--- config.mk ---
export PLATFORM = sky130hd
export DESIGN_NAME = uart_rx_overwrite_ring_buffer_core_flat
export DESIGN_NICKNAME = d
export VERILOG_FILES = /design/src/rtl/core/uorb_pkg.sv /design/src/rtl/core/uorb_if.sv /design/src/rtl/core/uorb_ram.sv /design/src/rtl/core/uorb_core.sv /design/src/flat_wrapper.sv
export SDC_FILE = /design/constraint.sdc
export NUM_CORES = 1
export LEC_CHECK = 0
export ABC_AREA = 1
export BUFFER_PORTS_ARGS = -buffer_cell sky130_fd_sc_hd__buf_2
export CORE_ASPECT_RATIO = 1.4
export CORE_UTILIZATION = 45
export CTS_CLUSTER_SIZE = 30
export DETAILED_ROUTE_END_ITERATION = 8
export PLACE_DENSITY_LB_ADDON = 0.3
export SYNTH_ARGS = -nofsm -noshare
export SYNTH_HDL_FRONTEND = slang
export SYNTH_SLANG_ARGS = --single-unit
export TNS_END_PERCENT = 100
--- constraint.sdc ---
create_clock -name clk -period 2.9 [get_ports clk]
set_input_delay 0.29 -clock clk [delete_from_list [all_inputs] [get_ports clk]]
set_output_delay 0.29 -clock clk [all_outputs]
set_load 0.02 [all_outputs]
--- src/rtl/core/uorb_pkg.sv ---
// Package with the shared constants, payload types and helpers of the receive ring buffer.
`timescale 1ns / 1ps

package uorb_pkg;

	// Buffer geometry and the per-request result limit.
	localparam int DEPTH   = 32;
	localparam int MAX_OUT = 32;
	localparam int PTR_W   = $clog2(DEPTH);
	localparam int CNT_W   = $clog2(DEPTH + 1);
	localparam int DELIV_W = 7;

	// Operation codes of an input transaction.
	localparam logic OP_RX   = 1'b0;
	localparam logic OP_READ = 1'b1;

	// Input transaction payload.
	typedef struct packed {
		logic       op;
		logic [7:0] rx_byte;
		logic [3:0] error_bits;
		logic       rx_raised;
		logic       rx_fifo_empty;
		logic [7:0] read_len;
	} uorb_in_t;

	// Result transaction payload.
	typedef struct packed {
		logic               [7:0] rd_byte;
		logic                     byte_valid;
		logic                     last;
		logic [DELIV_W-1:0]       delivered;
	} uorb_out_t;

	// Control sequencer states.
	typedef enum logic [1:0] {
		S_IDLE,
		S_EMPTY,
		S_READ
	} uorb_state_t;

	// Advance a ring position with wrap at the buffer depth.
	function automatic logic [PTR_W-1:0] next_pos(input logic [PTR_W-1:0] p);
		return (p == PTR_W'(DEPTH - 1)) ? '0 : p + 1'b1;
	endfunction

endpackage

--- src/rtl/core/uorb_if.sv ---
// Valid/ready channel interfaces for input and result transactions.
`timescale 1ns / 1ps

interface uorb_in_if;
	logic                valid;
	logic                ready;
	uorb_pkg::uorb_in_t  data;

	modport source (output valid, output data, input ready);
	modport sink (input valid, input data, output ready);
endinterface

interface uorb_out_if;
	logic                valid;
	logic                ready;
	uorb_pkg::uorb_out_t data;

	modport source (output valid, output data, input ready);
	modport sink (input valid, input data, output ready);
endinterface

--- src/rtl/core/uorb_ram.sv ---
// Generic single-write, single-read RAM with a registered read port.
`timescale 1ns / 1ps

module uorb_ram #(
	parameter int WIDTH = 8,
	parameter int DEPTH = 32
) (
	input  logic                     clk,
	input  logic                     we,
	input  logic [$clog2(DEPTH)-1:0] waddr,
	input  logic [WIDTH-1:0]         wdata,
	input  logic [$clog2(DEPTH)-1:0] raddr,
	output logic [WIDTH-1:0]         rdata
);

	logic [WIDTH-1:0] mem [DEPTH];

	// Write port and registered read port.
	always_ff @(posedge clk) begin
		if (we) begin
			mem[waddr] <= wdata;
		end
		rdata <= mem[raddr];
	end

endmodule

--- src/rtl/core/uorb_core.sv ---
// Top level of the overwrite-oldest receive ring buffer of a serial port.
`timescale 1ns / 1ps

// Receive ring buffer, 32 bytes deep, held in one synchronous RAM. A receive
// event (op 0) stores its byte only when no error flag is set, the receive
// interrupt is raised and the receive fifo is not empty; on a full buffer the
// oldest byte is overwritten. Receive events are taken back to back, one per
// cycle, while no read request is in progress. A read request (op 1) returns
// min(read_len, fill, 32) bytes oldest first, one per cycle while the result
// side takes them, with the final result marked by last and carrying the byte
// count in delivered; a request that finds nothing returns one empty result.
// The command side is held off while a read request streams out. The pace is
// set by the single RAM read port: the address of the next byte is presented
// as the current one is handed to the output register. No clearing pass is
// needed after reset.
module uart_rx_overwrite_ring_buffer_core (
	input  logic       clk,
	input  logic       arst_n,
	uorb_in_if.sink    cmd,
	uorb_out_if.source rsp
);

	import uorb_pkg::*;

	uorb_state_t        state_q;
	uorb_state_t        state_d;
	logic [PTR_W-1:0]   write_pos_q;
	logic [PTR_W-1:0]   read_pos_q;
	logic [PTR_W-1:0]   read_pos_d;
	logic [CNT_W-1:0]   fill_q;
	logic [CNT_W-1:0]   remain_q;
	logic [CNT_W-1:0]   total_q;
	logic               rdata_ok_q;
	logic               out_valid_q;
	uorb_out_t          out_q;
	logic [7:0]         rdata;

	logic               accept;
	logic               store;
	logic               req_rd;
	logic               full;
	logic               out_free;
	logic               pop;
	logic               last_pop;
	logic               emit_empty;
	logic [7:0]         n_wide;
	logic [CNT_W-1:0]   n_req;

	// Transaction decode.
	assign accept   = cmd.valid && cmd.ready;
	assign store    = accept && (cmd.data.op == OP_RX) && (cmd.data.error_bits == 4'd0)
			&& cmd.data.rx_raised && !cmd.data.rx_fifo_empty;
	assign req_rd   = accept && (cmd.data.op == OP_READ);
	assign full     = (fill_q == CNT_W'(DEPTH));
	assign out_free = !out_valid_q || rsp.ready;

	// Byte count of a read request, clamped to the fill and the result limit.
	assign n_wide = (cmd.data.read_len < 8'(fill_q)) ? cmd.data.read_len : 8'(fill_q);
	assign n_req  = (n_wide > 8'(MAX_OUT)) ? CNT_W'(MAX_OUT) : CNT_W'(n_wide);

	// A byte moves to the output register when the RAM data is current and the slot is free.
	assign pop        = (state_q == S_READ) && rdata_ok_q && out_free;
	assign last_pop   = pop && (remain_q == CNT_W'(1));
	assign emit_empty = (state_q == S_EMPTY) && out_free;

	// Read position: advances on an overwrite of a full buffer or on each byte taken.
	always_comb begin
		read_pos_d = read_pos_q;
		if ((store && full) || pop) begin
			read_pos_d = next_pos(read_pos_q);
		end
	end

	// Byte storage; the read address follows the next read position.
	uorb_ram #(
		.WIDTH(8),
		.DEPTH(DEPTH)
	) u_ram (
		.clk   (clk),
		.we    (store),
		.waddr (write_pos_q),
		.wdata (cmd.data.rx_byte),
		.raddr (read_pos_d),
		.rdata (rdata)
	);

	// Next-state logic.
	always_comb begin
		state_d = state_q;
		case (state_q)
			S_IDLE: begin
				if (req_rd) begin
					state_d = (n_req == '0) ? S_EMPTY : S_READ;
				end
			end
			S_EMPTY: begin
				if (emit_empty) begin
					state_d = S_IDLE;
				end
			end
			S_READ: begin
				if (last_pop) begin
					state_d = S_IDLE;
				end
			end
			default: begin
				state_d = S_IDLE;
			end
		endcase
	end

	// Output logic of the sequencer.
	always_comb begin
		case (state_q)
			S_IDLE:  cmd.ready = 1'b1;
			default: cmd.ready = 1'b0;
		endcase
	end

	// Control state, pointers and counters.
	always_ff @(posedge clk or negedge arst_n) begin
		if (!arst_n) begin
			state_q     <= S_IDLE;
			write_pos_q <= '0;
			read_pos_q  <= '0;
			fill_q      <= '0;
			remain_q    <= '0;
			total_q     <= '0;
			rdata_ok_q  <= 1'b0;
		end else begin
			state_q    <= state_d;
			read_pos_q <= read_pos_d;
			// RAM data is stale in the cycle after a write.
			rdata_ok_q <= !store;
			if (store) begin
				write_pos_q <= next_pos(write_pos_q);
				if (!full) begin
					fill_q <= fill_q + 1'b1;
				end
			end else if (pop) begin
				fill_q <= fill_q - 1'b1;
			end
			if (req_rd) begin
				remain_q <= n_req;
				total_q  <= n_req;
			end else if (pop) begin
				remain_q <= remain_q - 1'b1;
			end
		end
	end

	// Output register valid flag.
	always_ff @(posedge clk or negedge arst_n) begin
		if (!arst_n) begin
			out_valid_q <= 1'b0;
		end else if (pop || emit_empty) begin
			out_valid_q <= 1'b1;
		end else if (rsp.ready) begin
			out_valid_q <= 1'b0;
		end
	end

	// Output register payload.
	always_ff @(posedge clk) begin
		if (pop) begin
			out_q.rd_byte    <= rdata;
			out_q.byte_valid <= 1'b1;
			out_q.last       <= last_pop;
			out_q.delivered  <= last_pop ? DELIV_W'(total_q) : '0;
		end else if (emit_empty) begin
			out_q.rd_byte    <= '0;
			out_q.byte_valid <= 1'b0;
			out_q.last       <= 1'b1;
			out_q.delivered  <= '0;
		end
	end

	assign rsp.valid = out_valid_q;
	assign rsp.data  = out_q;

endmodule
--- src/flat_wrapper.sv ---
// flat-port wrapper written by rule: the top's interface ports become plain ports
module uart_rx_overwrite_ring_buffer_core_flat import uorb_pkg::*;
  (clk, arst_n, cmd_valid, cmd_data, cmd_ready, rsp_valid, rsp_data, rsp_ready);
  uorb_in_if cmd_i ();
  uorb_out_if rsp_i ();
  input  logic clk;
  input  logic arst_n;
  input wire logic [$bits(cmd_i.valid)-1:0] cmd_valid;
  input wire logic [$bits(cmd_i.data)-1:0] cmd_data;
  output wire logic [$bits(cmd_i.ready)-1:0] cmd_ready;
  output wire logic [$bits(rsp_i.valid)-1:0] rsp_valid;
  output wire logic [$bits(rsp_i.data)-1:0] rsp_data;
  input wire logic [$bits(rsp_i.ready)-1:0] rsp_ready;
  assign cmd_i.valid = cmd_valid;
  assign cmd_i.data = cmd_data;
  assign cmd_ready = cmd_i.ready;
  assign rsp_valid = rsp_i.valid;
  assign rsp_data = rsp_i.data;
  assign rsp_i.ready = rsp_ready;
  uart_rx_overwrite_ring_buffer_core u_core (.clk(clk), .arst_n(arst_n), .cmd(cmd_i), .rsp(rsp_i));
endmodule
==> out/qor.txt <==
==========================================================================================
Number of cell rows .........................................................           77
Die Outline Area ............................................................  32700 sq um
I/O pin count ...............................................................           46
Post-cts resize count .......................................................            0
Part of the power in registers ..............................................        33.6%
Vias per cell ...............................................................         5.07
Result of the run ........................................................... finished clean
Final slew viol count .......................................................            0
Max Clock Freq ..............................................................    0.378 GHz
Number of fill cells in the layout ..........................................         2757
Count of H-tree levels built during CTS .....................................            1
DR DRC count ................................................................            0
Clock root buffer ........................................................... sky130_fd_sc_hd__clkbuf_16
Transition at the pin with the smallest max-transition slack ................     0.805 ns
Clock edge transition at the registers on the reported setup and hold paths .      0.06 ns
Peak supply drop ............................................................     0.618 mV
Setup TNS ...................................................................         0 ns
Area overhead of the layout relative to synthesis ...........................        12.9%
Cell-internal power .........................................................      9.70 mW
Maximum buffer depth of the clock tree ......................................            3
Diodes inserted .............................................................            0
Class of the tightest hold or removal check ................................. input pin to flop
Die Y-Extent ................................................................       214 um
Comb power frac .............................................................        41.9%
Flip-flop cell with the highest count after synthesis ....................... sky130_fd_sc_hd__edfxtp_1
Number of distinct library cells after synthesis ............................           42
Number of nets with antenna violations after routing ........................            0
Initial antenna violation count .............................................            0
Number of clock buffers inserted by TritonCTS ...............................           31
Syn Area/Cell ...............................................................   9.89 sq um
Sequential cell area ........................................................   9120 sq um
Critical-path maximum fanout ................................................           73
Total count of hold-check failures in the final report ......................            0
Library cell appearing most often on the critical path ...................... sky130_fd_sc_hd__nand2_1
Yosys reg bits ..............................................................          312
Leakage power total .........................................................      7.22 nW
Post-route clock period utilization .........................................        91.3%
Buf/Inv on CP ...............................................................            2
Crit. End Element ...........................................................         flop
Switching power as a share of total power ...................................        40.0%
Shortest period the worst path allows .......................................      2.65 ns
Ys Warns ....................................................................            0
Cell taking the most area after synthesis ................................... sky130_fd_sc_hd__edfxtp_1
Wire length of the first global-routing pass ................................     53800 um
Number of nets in the synthesized netlist ...................................         1502
Total Nets Final ............................................................         1574
Pin count of the biggest net entering global routing ........................           74
Gr ovfl total ...............................................................            0
Total via count in the routed design ........................................         9880
Area of the mapped netlist ..................................................  14400 sq um
Initial DRC Count ...........................................................          864
Critical Path, Cell by Cell ................................................. ha_1 > nand2_1 > nor2_1 > ha_1 > nor2_1 > inv_1 > nand2_2 > nand2_4 > buf_12 > nand2_1 > nand3_1 > nand3_1 > nand3_1 > nand2_1 > nand2_1 > nand2_1
CTS tree ....................................................................         done
Arrival time of the worst setup path ........................................      3.16 ns
Vias in the first global route ..............................................         9814
Overall power after layout ..................................................      16.2 mW
Sequential element share of the synthesized area ............................        63.3%
Proportion of layout cells with a drive suffix above 1 ......................        11.4%
Core box area ...............................................................  31500 sq um
Async set-reset flop share out of synthesis .................................        10.3%
Top area cells in the synthesized netlist ................................... sky130_fd_sc_hd__edfxtp_1 (57%), sky130_fd_sc_hd__nand3_1 (10%), sky130_fd_sc_hd__inv_1 (8.1%)
P_sw ........................................................................      6.46 mW
DP Wirelength ...............................................................     22200 um
Count of flip-flops with a built-in enable after synthesis ..................          271
Area of placed instances ....................................................  15200 sq um
Post-layout utilization of the core .........................................        51.6%
Area fraction of the dominant cell type after synthesis .....................        56.5%
Die Width ...................................................................       153 um
Starting Density ............................................................        45.7%
Setup-failing EPs final .....................................................            0
Number of iterations in the first detailed-routing pass .....................            5
Tightest slew margin relative to the limit ..................................        46.3%
Unrepaired setup endpoints after global routing .............................        false
Hold-fix buffer count after cts .............................................            1
Average wire length per cell after detail routing ...........................      17.5 um
Startpoint kind of the worst setup timing path ..............................         flop
Clock group share of total power ............................................        24.5%
Critical path type .......................................................... flop to flop
Total wire length ...........................................................     34100 um
Worst EP required ...........................................................      3.42 ns
Post-synthesis cell count ...................................................         1456
Non-filler instance count after layout ......................................         1947
Fin area ....................................................................  16300 sq um
Number of placed instances, taps included ...................................         1889
Cell family with most CP delay .............................................. simple AND/OR/NAND/NOR gates
Crit-path slowest cell ...................................................... sky130_fd_sc_hd__dfrtp_1
Power per Cell Area .........................................................  994 nW/um^2
Post-CTS Setup Inserts ......................................................            0
Max-capacitance violation count .............................................            0
GRT Total Usage .............................................................        21.5%
Number of I/O port buffers ..................................................           44
Area of combinational cells with multiple inputs ............................   3720 sq um
Later-pin clock latency in the skew report ..................................      0.57 ns
Clock Sink Count ............................................................          312
Clock Skews .................................................................    0.0101 ns
Critical Path Max Stage Delay ...............................................      0.44 ns
RD Place Congestion .........................................................        0.879
==========================================================================================
layer usage:
metal	vias to the layer above	routed length (um)	GRT usage [%]
li1	4836	-	-
met1	4624	13300	25.4
met2	325	17300	39.0
met3	95	1900	2.30
met4	0	1620	11.0
met5	-	0	0
cells by family after synthesis:
group,after synthesis,synth area share (%)
simple gates,700,21.8
buf+inv,375,10.9
flops,312,63.3
compound gates,41,1.71
fa+ha+maj,19,1.70
xor+xnor,8,0.487
other cells,1,0.0261
through the flow:
stage / hold slack [ns] / worst slack [ns]
after global placement: 0.406 / 0.291
after global routing: 0.137 / 0.0118
final: 0.0994 / 0.253
after floorplan: -0.00559 / 0.498
after CTS: 0.0847 / 0.291
after detailed placement: 0.414 / 0.265
synth_stat cells, types with 2 or more instances:
library cell,count
sky130_fd_sc_hd__dfxtp_1,9
sky130_fd_sc_hd__inv_1,312
sky130_fd_sc_hd__nor2_1,70
sky130_fd_sc_hd__buf_6,16
sky130_fd_sc_hd__or2_2,4
sky130_fd_sc_hd__nand4_1,3
sky130_fd_sc_hd__inv_2,5
sky130_fd_sc_hd__nand2_1,298
sky130_fd_sc_hd__o21ai_0,20
sky130_fd_sc_hd__buf_4,4
sky130_fd_sc_hd__nor4_1,2
sky130_fd_sc_hd__nand3b_1,2
sky130_fd_sc_hd__clkbuf_1,15
sky130_fd_sc_hd__xnor2_1,3
sky130_fd_sc_hd__ha_1,18
sky130_fd_sc_hd__nand2_4,2
sky130_fd_sc_hd__dfrtp_1,32
sky130_fd_sc_hd__a21oi_1,12
sky130_fd_sc_hd__nor3_1,8
sky130_fd_sc_hd__nand2_2,3
sky130_fd_sc_hd__nand3_2,3
sky130_fd_sc_hd__o21ai_2,2
sky130_fd_sc_hd__edfxtp_1,271
sky130_fd_sc_hd__nand3_1,298
sky130_fd_sc_hd__buf_2,23
sky130_fd_sc_hd__xor2_1,5
registers in the layout, summed over array words and instances, names as in the netlist:
signal / count
u_core.fill_q: 6
u_core.rdata_ok_q: 1
u_core.read_pos_q: 5
u_core.remain_q: 6
u_core.rsp.data: 16
u_core.rsp.valid: 1
u_core.state_q: 2
u_core.total_q: 6
u_core.u_ram.mem: 256
u_core.u_ram.rdata: 8
u_core.write_pos_q: 5
worst min-delay path: cells and delay by family:
kind                   cells  cell delay (ns)
buffers and inverters      2             0.10
AND/OR/NAND/NOR            2             0.22
placed cells by master, fill, tap and decap left out, types with 9 or more instances in the layout:
cell                        instances
sky130_fd_sc_hd__inv_1            312
sky130_fd_sc_hd__nand3_1          298
sky130_fd_sc_hd__nand2_1          297
sky130_fd_sc_hd__edfxtp_1         271
sky130_fd_sc_hd__nor2_1            70
sky130_fd_sc_hd__buf_2             44
sky130_fd_sc_hd__buf_4             44
sky130_fd_sc_hd__dfrtp_1           32
sky130_fd_sc_hd__clkbuf_16         31
sky130_fd_sc_hd__o21ai_0           20
sky130_fd_sc_hd__ha_1              18
sky130_fd_sc_hd__clkinv_2          13
sky130_fd_sc_hd__a21oi_1           12
sky130_fd_sc_hd__dfxtp_1            9
worst paths after layout:
path,from,end,slack (ns),depth (start not counted)
worst min-delay path,rsp_ready,u_core.rsp.valid,0.1,4
worst min register to register,u_core.rsp.data[8],u_core.rsp.data[8],0.45,2
min in group asynchronous,arst_n,u_core.fill_q[1],0.34,2
worst max register to register,u_core.read_pos_q[1],u_core.u_ram.rdata[3],0.25,16
worst max-delay path,u_core.read_pos_q[1],u_core.u_ram.rdata[3],0.25,16
max in group asynchronous,arst_n,u_core.total_q[2],2.04,2
cell type report:
cell class,count,share of cell area (%)
multi-input cells,769,22.9
flip-flops and latches,312,56.1
well taps,395,3.04
repair buffers,97,4.43
inverters,317,7.32
clock buffers,35,4.99
clock inverters,22,1.23
power by group through the flow:
stage	sequential (mW)	clock, mW	combinational, mW
2_1_floorplan	5.61	0	4.72
3_3_place_gp	5.53	0	6.71
3_5_place_dp	5.53	0	6.76
4_1_cts	5.44	4.03	6.79
5_1_grt	5.47	4.18	7.53
6_report	5.43	3.95	6.78
(Power assumes the default switching activity.)
